$ cat src/sv/asp_pkg.sv
package asp_pkg;

  // Milliseconds that one tick moves the move clock on
  localparam int unsigned TICK_MS = 10;

  localparam int unsigned LEN_W   = 16;
  localparam int unsigned SPD_W   = 10;
  localparam int unsigned OUT_W   = 13;
  localparam int unsigned CFG_W   = 16;
  localparam int unsigned IDX_W   = 3;
  localparam int unsigned PA_W    = SPD_W + 16;
  localparam int unsigned PB_W    = PA_W + LEN_W;
  localparam int unsigned RATIO_FRAC = 14;
  localparam int unsigned DIV_N_W = PB_W - RATIO_FRAC;
  localparam int unsigned DIV_D_W = LEN_W;
  localparam int unsigned DIV_CNT_W = $clog2(DIV_N_W + 1);

  typedef enum logic [IDX_W-1:0] {
    REG_ARC_GAIN      = 3'd0,
    REG_ACCEL_LIMIT   = 3'd1,
    REG_SPEED_CEILING = 3'd2,
    REG_RADIUS_RATIO  = 3'd3,
    REG_MOVE_LENGTH   = 3'd4,
    REG_PROFILE_KIND  = 3'd5,
    REG_SWAP_SIDES    = 3'd6
  } cfg_reg_e;

  typedef enum logic [1:0] {
    PROF_PROP = 2'd0,
    PROF_UP   = 2'd1,
    PROF_V    = 2'd2,
    PROF_DOWN = 2'd3
  } profile_e;

  typedef struct packed {
    logic [15:0]      arc_gain;
    logic [SPD_W-1:0] accel_limit;
    logic [SPD_W-1:0] speed_ceiling;
    logic [15:0]      radius_ratio;
    logic [LEN_W-1:0] move_length;
    profile_e         profile_kind;
    logic             swap_sides;
  } cfg_t;

  typedef enum logic [3:0] {
    ST_IDLE,
    ST_PREP,
    ST_SLEW,
    ST_MUL1,
    ST_MUL2,
    ST_DIVGO,
    ST_DIVW,
    ST_FIN,
    ST_EMIT
  } state_e;

  typedef struct packed {
    logic capture;
    logic prep;
    logic slew;
    logic mul1;
    logic mul2;
    logic div_start;
    logic fin;
    logic load_out;
  } cmd_t;

  typedef struct packed {
    logic long_path;
    logic div_done;
  } stat_t;

endpackage

$ cat src/sv/asp_div.sv
module asp_div (
  input  logic                        clk_i,
  input  logic                        rst_ni,
  input  logic                        start_i,
  input  logic [asp_pkg::DIV_N_W-1:0] dividend_i,
  input  logic [asp_pkg::DIV_D_W-1:0] divisor_i,
  output logic [asp_pkg::DIV_N_W-1:0] quotient_o,
  output logic                        done_o
);

  logic                          busy_q;
  logic                          done_q;
  logic [asp_pkg::DIV_CNT_W-1:0] cnt_q;
  logic [asp_pkg::DIV_D_W-1:0]   rem_q, rem_d;
  logic [asp_pkg::DIV_D_W-1:0]   den_q;
  logic [asp_pkg::DIV_N_W-1:0]   quo_q;
  logic [asp_pkg::DIV_D_W:0]     shifted, diff;
  logic                          ge;

  // One restoring step: bring down the next dividend bit
  always_comb begin
    shifted = {rem_q, quo_q[asp_pkg::DIV_N_W-1]};
    diff    = shifted - {1'b0, den_q};
    ge      = shifted >= {1'b0, den_q};
    rem_d   = ge ? diff[asp_pkg::DIV_D_W-1:0] : shifted[asp_pkg::DIV_D_W-1:0];
  end

  always_ff @(posedge clk_i or negedge rst_ni) begin
    if (!rst_ni) begin
      busy_q <= 1'b0;
      done_q <= 1'b0;
      cnt_q  <= '0;
    end else if (start_i) begin
      busy_q <= 1'b1;
      done_q <= 1'b0;
      cnt_q  <= asp_pkg::DIV_CNT_W'(asp_pkg::DIV_N_W);
    end else if (busy_q) begin
      cnt_q <= cnt_q - asp_pkg::DIV_CNT_W'(1);
      if (cnt_q == asp_pkg::DIV_CNT_W'(1)) begin
        busy_q <= 1'b0;
        done_q <= 1'b1;
      end
    end else begin
      done_q <= 1'b0;
    end
  end

  always_ff @(posedge clk_i) begin
    if (start_i) begin
      rem_q <= '0;
      quo_q <= dividend_i;
      den_q <= divisor_i;
    end else if (busy_q) begin
      rem_q <= rem_d;
      quo_q <= {quo_q[asp_pkg::DIV_N_W-2:0], ge};
    end
  end

  assign quotient_o = quo_q;
  assign done_o     = done_q;

endmodule

$ cat src/sv/asp_regs.sv
module asp_regs (
  input  logic                      clk_i,
  input  logic                      rst_ni,
  input  logic                      wr_i,
  input  logic [asp_pkg::IDX_W-1:0] idx_i,
  input  logic [asp_pkg::CFG_W-1:0] data_i,
  output asp_pkg::cfg_t             cfg_o
);

  asp_pkg::cfg_t cfg_q;

  always_ff @(posedge clk_i or negedge rst_ni) begin
    if (!rst_ni) begin
      cfg_q.arc_gain      <= 16'd256;
      cfg_q.accel_limit   <= '0;
      cfg_q.speed_ceiling <= asp_pkg::SPD_W'(100);
      cfg_q.radius_ratio  <= 16'd16384;
      cfg_q.move_length   <= '0;
      cfg_q.profile_kind  <= asp_pkg::PROF_PROP;
      cfg_q.swap_sides    <= 1'b0;
    end else if (wr_i) begin
      unique case (asp_pkg::cfg_reg_e'(idx_i))
        asp_pkg::REG_ARC_GAIN:      cfg_q.arc_gain      <= data_i;
        asp_pkg::REG_ACCEL_LIMIT:   cfg_q.accel_limit   <= data_i[asp_pkg::SPD_W-1:0];
        asp_pkg::REG_SPEED_CEILING: cfg_q.speed_ceiling <= data_i[asp_pkg::SPD_W-1:0];
        asp_pkg::REG_RADIUS_RATIO:  cfg_q.radius_ratio  <= data_i;
        asp_pkg::REG_MOVE_LENGTH:   cfg_q.move_length   <= data_i[asp_pkg::LEN_W-1:0];
        asp_pkg::REG_PROFILE_KIND:  cfg_q.profile_kind  <= asp_pkg::profile_e'(data_i[1:0]);
        asp_pkg::REG_SWAP_SIDES:    cfg_q.swap_sides    <= data_i[0];
        default: ;
      endcase
    end
  end

  assign cfg_o = cfg_q;

endmodule

$ cat src/sv/asp_ctrl.sv
module asp_ctrl (
  input  logic           clk_i,
  input  logic           rst_ni,
  input  logic           s_tvalid_i,
  output logic           s_tready_o,
  output logic           m_tvalid_o,
  input  logic           m_tready_i,
  input  asp_pkg::stat_t stat_i,
  output asp_pkg::cmd_t  cmd_o
);

  asp_pkg::state_e state_q, state_d;
  logic            out_valid_q, out_valid_d;

  always_ff @(posedge clk_i or negedge rst_ni) begin
    if (!rst_ni) begin
      state_q     <= asp_pkg::ST_IDLE;
      out_valid_q <= 1'b0;
    end else begin
      state_q     <= state_d;
      out_valid_q <= out_valid_d;
    end
  end

  always_comb begin
    state_d    = state_q;
    cmd_o      = '0;
    s_tready_o = 1'b0;
    unique case (state_q)
      asp_pkg::ST_IDLE: begin
        s_tready_o = 1'b1;
        if (s_tvalid_i) begin
          cmd_o.capture = 1'b1;
          state_d       = asp_pkg::ST_PREP;
        end
      end
      asp_pkg::ST_PREP: begin
        cmd_o.prep = 1'b1;
        state_d    = stat_i.long_path ? asp_pkg::ST_SLEW : asp_pkg::ST_EMIT;
      end
      asp_pkg::ST_SLEW: begin
        cmd_o.slew = 1'b1;
        state_d    = asp_pkg::ST_MUL1;
      end
      asp_pkg::ST_MUL1: begin
        cmd_o.mul1 = 1'b1;
        state_d    = asp_pkg::ST_MUL2;
      end
      asp_pkg::ST_MUL2: begin
        cmd_o.mul2 = 1'b1;
        state_d    = asp_pkg::ST_DIVGO;
      end
      asp_pkg::ST_DIVGO: begin
        cmd_o.div_start = 1'b1;
        state_d         = asp_pkg::ST_DIVW;
      end
      asp_pkg::ST_DIVW: begin
        if (stat_i.div_done) begin
          state_d = asp_pkg::ST_FIN;
        end
      end
      asp_pkg::ST_FIN: begin
        cmd_o.fin = 1'b1;
        state_d   = asp_pkg::ST_EMIT;
      end
      asp_pkg::ST_EMIT: begin
        if (!out_valid_q || m_tready_i) begin
          cmd_o.load_out = 1'b1;
          state_d        = asp_pkg::ST_IDLE;
        end
      end
      default: state_d = asp_pkg::ST_IDLE;
    endcase
  end

  always_comb begin
    out_valid_d = out_valid_q && !m_tready_i;
    if (cmd_o.load_out) begin
      out_valid_d = 1'b1;
    end
  end

  assign m_tvalid_o = out_valid_q;

  a_load_free: assert property (@(posedge clk_i) disable iff (!rst_ni)
    cmd_o.load_out |-> (!out_valid_q || m_tready_i))
    else $error("result loaded over an untaken beat");

  a_short_path: assert property (@(posedge clk_i) disable iff (!rst_ni)
    (state_q == asp_pkg::ST_PREP && !stat_i.long_path) |=> state_q == asp_pkg::ST_EMIT)
    else $error("short tick did not go straight to emit");

  a_div_to_fin: assert property (@(posedge clk_i) disable iff (!rst_ni)
    (state_q == asp_pkg::ST_DIVW && stat_i.div_done) |=> state_q == asp_pkg::ST_FIN)
    else $error("divider completion missed");

  a_accept_prep: assert property (@(posedge clk_i) disable iff (!rst_ni)
    (s_tvalid_i && s_tready_o) |=> state_q == asp_pkg::ST_PREP)
    else $error("accepted beat not taken into prep");

endmodule

$ cat src/sv/asp_datapath.sv
module asp_datapath (
  input  logic                      clk_i,
  input  logic                      rst_ni,
  input  asp_pkg::cfg_t             cfg_i,
  input  asp_pkg::cmd_t             cmd_i,
  output asp_pkg::stat_t            stat_o,
  input  logic                      begin_move_i,
  input  logic                      clear_slew_i,
  output logic [asp_pkg::OUT_W-1:0] left_o,
  output logic [asp_pkg::OUT_W-1:0] right_o,
  output logic                      moving_o,
  output logic                      finished_o
);

  localparam int unsigned LW = asp_pkg::LEN_W;
  localparam int unsigned SW = asp_pkg::SPD_W;
  localparam int unsigned OW = asp_pkg::OUT_W;
  localparam int unsigned NW = asp_pkg::DIV_N_W;

  // Move state
  logic [LW-1:0] elapsed_q;
  logic [SW-1:0] slew_q;
  logic          in_motion_q;
  logic [OW-1:0] held_l_q, held_r_q;

  // Per-tick working registers
  logic                  begin_q, clr_q;
  logic [LW-1:0]         t_q;
  logic [31:0]           prod_q;
  logic [SW-1:0]         sp_q;
  logic [LW-1:0]         num_q;
  logic [asp_pkg::PA_W-1:0] pa_q;
  logic [asp_pkg::PB_W-1:0] pb_q;
  logic [OW-1:0]         res_l_q, res_r_q;
  logic                  res_mov_q, res_fin_q;
  logic [OW-1:0]         out_l_q, out_r_q;
  logic                  out_mov_q, out_fin_q;

  logic          neg;
  logic [LW-1:0] len;
  logic          prof_low, zero_hold, ceil_prof;
  logic [SW-1:0] slew_eff;
  logic [LW-1:0] t_eff;
  logic          motion_eff, long_path, hold_start, ends_now;
  logic [OW-1:0] ended_l, ended_r;

  logic [23:0]   raw_target;
  logic [SW-1:0] target, sp;
  logic [SW:0]   hi;
  logic [SW-1:0] lo;
  logic [LW:0]   t2, lenx;
  logic [LW-1:0] num;

  logic [NW-1:0] quo;
  logic          div_done;
  logic [OW-1:0] inner, outer, new_l, new_r;
  logic [LW:0]   t10;
  logic          fin_end;

  asp_div u_div (
    .clk_i      (clk_i),
    .rst_ni     (rst_ni),
    .start_i    (cmd_i.div_start),
    .dividend_i (pb_q[asp_pkg::PB_W-1:asp_pkg::RATIO_FRAC]),
    .divisor_i  (len),
    .quotient_o (quo),
    .done_o     (div_done)
  );

  assign neg = cfg_i.move_length[LW-1];
  assign len = neg ? (~cfg_i.move_length + LW'(1)) : cfg_i.move_length;

  assign prof_low  = (cfg_i.profile_kind == asp_pkg::PROF_PROP) ||
                     (cfg_i.profile_kind == asp_pkg::PROF_UP);
  assign zero_hold = (cfg_i.profile_kind == asp_pkg::PROF_PROP) ||
                     (cfg_i.profile_kind == asp_pkg::PROF_DOWN);
  assign ceil_prof = (cfg_i.profile_kind == asp_pkg::PROF_UP) ||
                     (cfg_i.profile_kind == asp_pkg::PROF_V);

  // Front of the tick: start handling and end-of-move detection
  always_comb begin
    slew_eff   = clr_q ? '0 : slew_q;
    t_eff      = begin_q ? '0 : elapsed_q;
    motion_eff = begin_q || in_motion_q;
    hold_start = begin_q && prof_low;
    ends_now   = t_eff >= len;
    long_path  = !hold_start && motion_eff && !ends_now;
    ended_l    = zero_hold ? '0 : held_l_q;
    ended_r    = zero_hold ? '0 : held_r_q;
  end

  // Target, slew limit and ramp numerator
  always_comb begin
    raw_target = prod_q[31:8];
    if (ceil_prof || raw_target > 24'(cfg_i.speed_ceiling)) begin
      target = cfg_i.speed_ceiling;
    end else begin
      target = raw_target[SW-1:0];
    end
    hi = {1'b0, slew_q} + {1'b0, cfg_i.accel_limit};
    lo = slew_q - cfg_i.accel_limit;
    sp = target;
    if (cfg_i.accel_limit != '0) begin
      if ({1'b0, target} > hi) begin
        sp = hi[SW-1:0];
      end else if (slew_q >= cfg_i.accel_limit && target < lo) begin
        sp = lo;
      end
    end
    t2   = {t_q, 1'b0};
    lenx = {1'b0, len};
    case (cfg_i.profile_kind)
      asp_pkg::PROF_UP:   num = t_q;
      asp_pkg::PROF_V:    num = (lenx > t2) ? LW'(lenx - t2) : LW'(t2 - lenx);
      asp_pkg::PROF_DOWN: num = len - t_q;
      default:            num = len;
    endcase
  end

  // Back of the tick: sign, saturation, side selection and time advance
  always_comb begin
    if (!neg) begin
      inner = (quo > NW'(4095)) ? OW'(4095) : quo[OW-1:0];
    end else begin
      inner = (quo > NW'(4096)) ? OW'(4096) : (~quo[OW-1:0] + OW'(1));
    end
    outer   = neg ? (~{3'b0, sp_q} + OW'(1)) : {3'b0, sp_q};
    new_l   = cfg_i.swap_sides ? outer : inner;
    new_r   = cfg_i.swap_sides ? inner : outer;
    t10     = {1'b0, t_q} + (LW+1)'(asp_pkg::TICK_MS);
    fin_end = t10 >= {1'b0, len};
  end

  always_ff @(posedge clk_i or negedge rst_ni) begin
    if (!rst_ni) begin
      elapsed_q   <= '0;
      slew_q      <= '0;
      in_motion_q <= 1'b0;
      held_l_q    <= '0;
      held_r_q    <= '0;
    end else if (cmd_i.prep) begin
      slew_q    <= slew_eff;
      elapsed_q <= t_eff;
      if (hold_start) begin
        held_l_q    <= '0;
        held_r_q    <= '0;
        in_motion_q <= len != '0;
      end else if (motion_eff && ends_now) begin
        held_l_q    <= ended_l;
        held_r_q    <= ended_r;
        in_motion_q <= 1'b0;
      end else begin
        in_motion_q <= motion_eff;
      end
    end else if (cmd_i.slew) begin
      slew_q <= sp;
    end else if (cmd_i.fin) begin
      elapsed_q   <= t10[LW-1:0];
      in_motion_q <= !fin_end;
      held_l_q    <= (fin_end && zero_hold) ? '0 : new_l;
      held_r_q    <= (fin_end && zero_hold) ? '0 : new_r;
    end
  end

  always_ff @(posedge clk_i) begin
    if (cmd_i.capture) begin
      begin_q <= begin_move_i;
      clr_q   <= clear_slew_i;
    end
    if (cmd_i.prep) begin
      t_q    <= t_eff;
      prod_q <= 32'(len - t_eff) * 32'(cfg_i.arc_gain);
      if (hold_start) begin
        res_l_q   <= '0;
        res_r_q   <= '0;
        res_mov_q <= len != '0;
        res_fin_q <= len == '0;
      end else if (!motion_eff) begin
        res_l_q   <= held_l_q;
        res_r_q   <= held_r_q;
        res_mov_q <= 1'b0;
        res_fin_q <= 1'b0;
      end else begin
        res_l_q   <= ended_l;
        res_r_q   <= ended_r;
        res_mov_q <= 1'b0;
        res_fin_q <= 1'b1;
      end
    end
    if (cmd_i.slew) begin
      sp_q  <= sp;
      num_q <= num;
    end
    if (cmd_i.mul1) begin
      pa_q <= asp_pkg::PA_W'(sp_q) * asp_pkg::PA_W'(cfg_i.radius_ratio);
    end
    if (cmd_i.mul2) begin
      pb_q <= asp_pkg::PB_W'(pa_q) * asp_pkg::PB_W'(num_q);
    end
    if (cmd_i.fin) begin
      res_l_q   <= new_l;
      res_r_q   <= new_r;
      res_mov_q <= !fin_end;
      res_fin_q <= fin_end;
    end
    if (cmd_i.load_out) begin
      out_l_q   <= res_l_q;
      out_r_q   <= res_r_q;
      out_mov_q <= res_mov_q;
      out_fin_q <= res_fin_q;
    end
  end

  assign stat_o.long_path = long_path;
  assign stat_o.div_done  = div_done;

  assign left_o     = out_l_q;
  assign right_o    = out_r_q;
  assign moving_o   = out_mov_q;
  assign finished_o = out_fin_q;

endmodule

$ cat src/sv/arc_drive_speed_profiler.sv
// Channel      Dir  Handshake                     Payload
// s_axis       in   s_axis_tvalid/s_axis_tready   one tick command
// m_axis       out  m_axis_tvalid/m_axis_tready   wheel speed result, tlast = move ended
// cfg          in   cfg_valid_i/cfg_ready_o       register index and write data
//
// A start, end or idle tick: prep decides the path, then emit loads the result.
// A speed tick: target multiply, slew, two multiplies, then a 28-step restoring divider for the
// inner wheel ramp set the result before emit loads it.
// One tick is worked on at a time; the next beat is taken once the result sits in the
// output register, which holds it until the sink takes it.
// Reset clears the move state and loads the register defaults; no clearing pass.
module arc_drive_speed_profiler (
  input  logic                      clk_i,
  input  logic                      rst_ni,
  input  logic                      s_axis_tvalid,
  output logic                      s_axis_tready,
  input  logic [7:0]                s_axis_tdata,  // [0] begin_move, [1] clear_slew
  output logic                      m_axis_tvalid,
  input  logic                      m_axis_tready,
  output logic [31:0]               m_axis_tdata,  // [12:0] left_speed, [25:13] right_speed,
                                                   // [26] moving
  output logic                      m_axis_tlast,  // finished
  input  logic                      cfg_valid_i,
  output logic                      cfg_ready_o,
  input  logic [asp_pkg::IDX_W-1:0] cfg_index_i,
  input  logic [asp_pkg::CFG_W-1:0] cfg_data_i
);

  asp_pkg::cfg_t  cfg;
  asp_pkg::cmd_t  cmd;
  asp_pkg::stat_t stat;

  logic [asp_pkg::OUT_W-1:0] left_speed, right_speed;
  logic                      moving, finished;

  // Registers accept a write on every cycle
  assign cfg_ready_o = 1'b1;

  asp_regs u_regs (
    .clk_i  (clk_i),
    .rst_ni (rst_ni),
    .wr_i   (cfg_valid_i && cfg_ready_o),
    .idx_i  (cfg_index_i),
    .data_i (cfg_data_i),
    .cfg_o  (cfg)
  );

  // Sequence the tick: capture beat, decide path, run the arithmetic, emit
  asp_ctrl u_ctrl (
    .clk_i      (clk_i),
    .rst_ni     (rst_ni),
    .s_tvalid_i (s_axis_tvalid),
    .s_tready_o (s_axis_tready),
    .m_tvalid_o (m_axis_tvalid),
    .m_tready_i (m_axis_tready),
    .stat_i     (stat),
    .cmd_o      (cmd)
  );

  asp_datapath u_dp (
    .clk_i        (clk_i),
    .rst_ni       (rst_ni),
    .cfg_i        (cfg),
    .cmd_i        (cmd),
    .stat_o       (stat),
    .begin_move_i (s_axis_tdata[0]),
    .clear_slew_i (s_axis_tdata[1]),
    .left_o       (left_speed),
    .right_o      (right_speed),
    .moving_o     (moving),
    .finished_o   (finished)
  );

  // Pack result beat, lowest field first, pad to whole bytes
  assign m_axis_tdata = {5'b0, moving, right_speed, left_speed};
  assign m_axis_tlast = finished;

endmodule
$ cat config.mk
export PLATFORM = sky130hd
export DESIGN_NAME = arc_drive_speed_profiler
export DESIGN_NICKNAME = d
export VERILOG_FILES = /design/src/sv/asp_pkg.sv /design/src/sv/asp_div.sv /design/src/sv/asp_regs.sv /design/src/sv/asp_ctrl.sv /design/src/sv/asp_datapath.sv /design/src/sv/arc_drive_speed_profiler.sv
export SDC_FILE = /design/constraint.sdc
export NUM_CORES = 2
export LEC_CHECK = 0
export ABC_AREA = 1
export ABC_CLOCK_PERIOD_IN_PS = 19400
export CORE_MARGIN = 4
export CORE_UTILIZATION = 40
export DETAILED_ROUTE_END_ITERATION = 10
export DONT_BUFFER_PORTS = 1
export PLACE_DENSITY = 0.6
export SYNTH_ARGS = -nofsm -noshare
export SYNTH_HDL_FRONTEND = slang
export SYNTH_SLANG_ARGS = --single-unit
$ cat constraint.sdc
create_clock -name clk_i -period 19.4 [get_ports clk_i]
set_input_delay 1.94 -clock clk_i [delete_from_list [all_inputs] [get_ports clk_i]]
set_output_delay 1.94 -clock clk_i [all_outputs]
set_load 0.1 [all_outputs]
==> results.py <==
metrics = {
    "run_status": {
        "run_status": "finished clean",
    },
    "clock_tree": {
        "cts_num_sinks": 374,
        "cts.htree.levels": 2,
        "cts_tree": "done",
        "cts.path.max_buffers": 3,
        "cts.hold.buffers_added": 0,
        "cts_resized": 0,
        "cts_buffers": 43,
        "postCtsSetupRepairBufs": 0,
        "path_clk_slew_ns": 0.06,
        "cts-root-buf": "clkbuf_16",
        "insertion_delay_ns": 0.62,
    },
    "global_routing": {
        "grt_overflow_total": 0,
        "antenna_found_initial": 1,
        "grt_pass1_wl_um": 225000,
        "met3_usage": 0.0420,
        "grt_max_degree": 137,
        "grt_use_total": 0.215,
        "grt_pass1_vias": 40900,
        "met2_usage": 0.335,
        "grt_use_met1": 0.309,
        "top_usage_layer": "met2",
    },
    "setup_path": {
        "cp.required_ns": 19.77,
        "cp-start-kind": "flop",
        "crit_path_end_kind": "flop",
        "crit_fanout": 29,
        "cp_slowest_stage_delay_ns": 1.06,
        "crit_family": "adder cells",
        "path_class": "flop to flop",
        "r2r-start": "u_regs.cfg_o[18]",
        "cp-startpoint": "u_regs.cfg_o[18]",
        "slowest_stage": "fa_1",
        "arrival_ns": 10.50,
        "path_buf_inv": 11,
        "crit_top_cell": "nand2_1",
    },
    "cells_and_area": {
        "final-instance-count-excl-fill": 7804,
        "postLayoutCoreUtil": 0.425,
        "area_growth_pct": 5.77,
        "antenna_cells": 0,
        "drive_gt1_frac": 0.0393,
        "finalNetCount": 7244,
    },
    "placed_design": {
        "dp_cells": 7724,
        "post-place-ws_ns": 9.25,
        "gp_congestion": 0.923,
        "hpwlAfterDp_um": 111000,
        "portBuffers": 0,
    },
    "synthesis": {
        "ys_seq_area_frac": 0.206,
        "ys.flop_type": "edfxtp_1",
        "synth-edff-count": 222,
        "synth_area_um2": 50500,
        "yosys_warnings": 0,
        "ys_types": 63,
        "synth_top_area_frac": 0.282,
        "ys_ff_latch": 374,
        "async_flop_share": 0.364,
        "synth_top_area_cell": "fa_1",
        "syn_avg_cell_area_um2": 8.05,
        "syn_inst": 6273,
        "yosys-top-cells-area": "fa_1, edfxtp_1, nand2_1",
        "synth_commonest_cells": "nand2_1, inv_1, fa_1, ha_1, nor2_1",
        "synth_most_common_cell": "nand2_1",
    },
    "detailed_routing": {
        "first_iter_violations": 3270,
        "vias_per_cell": 5.12,
        "first_pass_iters": 8,
        "routed_wl_um": 138000,
        "vias": 40000,
        "detail_route.wl_per_cell_um": 17.7,
        "drc": 0,
        "antenna_left": 0,
    },
    "timing": {
        "final_max_slew_viol_count": 0,
        "tightest_slew_ns": 1.29,
        "tns_ns": 0,
        "final.min_clock_period_ns": 10.13,
        "rsz0062_at_grt": "no",
        "hold_viol_final": 0,
        "setup_viol": 0,
        "slew-limit-headroom": 0.131,
        "max_freq_ghz": 0.0987,
        "fin_ws_ns": 9.27,
        "final.period_utilization": 0.522,
        "fin_skew_ns": 0.0389,
    },
    "die": {
        "io_pins": 68,
        "fp.coreArea_um2": 126000,
        "rows": 130,
        "start_util": 0.402,
        "die_w_um": 363,
        "die_area_um2": 132000,
        "die_h_um": 363,
    },
    "worst_hold_path": {
        "hp-class": "flop to flop",
        "hold_start": "u_dp.res_r_q[7]",
    },
    "run": {
        "drv_cap": 0,
    },
}
[worst paths after layout]
check	to	slack (ns)	depth (start not counted)
setup / recovery	u_dp.prod_q[31]	9.27	44
min in group asynchronous	u_regs.cfg_o[61]	1.06	0
setup reg to reg	u_dp.prod_q[31]	9.27	44
hold reg to reg	u_dp.right_o[7]	0.42	0
hold / removal	u_dp.right_o[7]	0.42	0
max in group asynchronous	u_dp.u_div.cnt_q[2]	17.94	0
[placed cells by master, fill, tap and decap left out, types with 9 or more instances in the layout]
master	Yosys	final
nor2_2	6	9
o21ai_0	264	264
o22ai_1	43	43
xor2_1	123	122
a31oi_1	21	21
xnor2_1	47	47
nand2_4	9	9
o21ai_1	21	21
dfrtp_1	131	131
o21bai_1	13	13
buf_4	10	49
inv_2	24	25
a21o_1	16	16
edfxtp_1	222	222
nand3_1	215	215
nand2_1	1512	1512
o21a_1	12	12
o211ai_1	12	12
nand4_1	46	46
nand2_2	44	44
ha_1	381	381
or2_2	14	14
nor3_1	28	28
nand3b_1	9	9
dfxtp_1	16	16
clkbuf_16	0	43
a21oi_1	240	240
inv_1	1363	1362
fa_1	712	712
nor4_1	17	17
clkinv_1	11	15
nor2_1	369	364
[metal layers]
metal	wire length, µm	vias up
met4	3250	0
met3	10700	182
met2	61500	1157
met1	63000	19800
li1	-	18800
met5	0	-
[cell type report]
cell class,count,area (µm²)
repair buffers,49,368
well taps,1650,2060
fillers,12600,72200
inverters,1398,5250
multi-input cells,4253,33900
clock inverters,24,280
clock buffers,56,1180
flip-flops and latches,374,10400
[sequential cells by signal, summed over array words and instances (netlist names), 5 cells and up]
name / count
u_regs.cfg_o: 71
u_dp.num_q: 16
u_dp.u_div.cnt_q: 5
u_dp.held_r_q: 13
u_dp.res_r_q: 13
u_dp.pb_q: 28
u_dp.slew_q: 10
u_dp.left_o: 13
u_dp.u_div.den_q: 16
u_dp.pa_q: 26
u_dp.u_div.rem_q: 16
u_dp.right_o: 13
u_dp.t_q: 16
u_dp.elapsed_q: 16
u_dp.res_l_q: 13
u_dp.prod_q: 24
u_dp.held_l_q: 13
u_dp.sp_q: 10
u_dp.u_div.quotient_o: 28
[cells by family after synthesis]
| kind of cell | synth area share |
|---|---|
| AO/OA/AOI/OAI | 0.0757 |
| XOR/XNOR | 0.0300 |
| adder cells (fa/ha/maj) | 0.377 |
| buffers and inverters | 0.124 |
| flip-flops | 0.206 |
| other | 0.000149 |
| AND/OR/NAND/NOR | 0.187 |
[stage by stage]
stage / instance area (µm²) / hold WS (ns)
floorplan: 50500 / 0.400
finish: 53400 / 0.418
global placement: 52000 / 0.402
detailed placement: 52000 / 0.405
CTS: 53400 / 0.419
global route: 53400 / 0.423
Power is left out: the tool's default activity adds up to more than one toggle a clock period on the data nets, which glitch-free logic cannot reach.
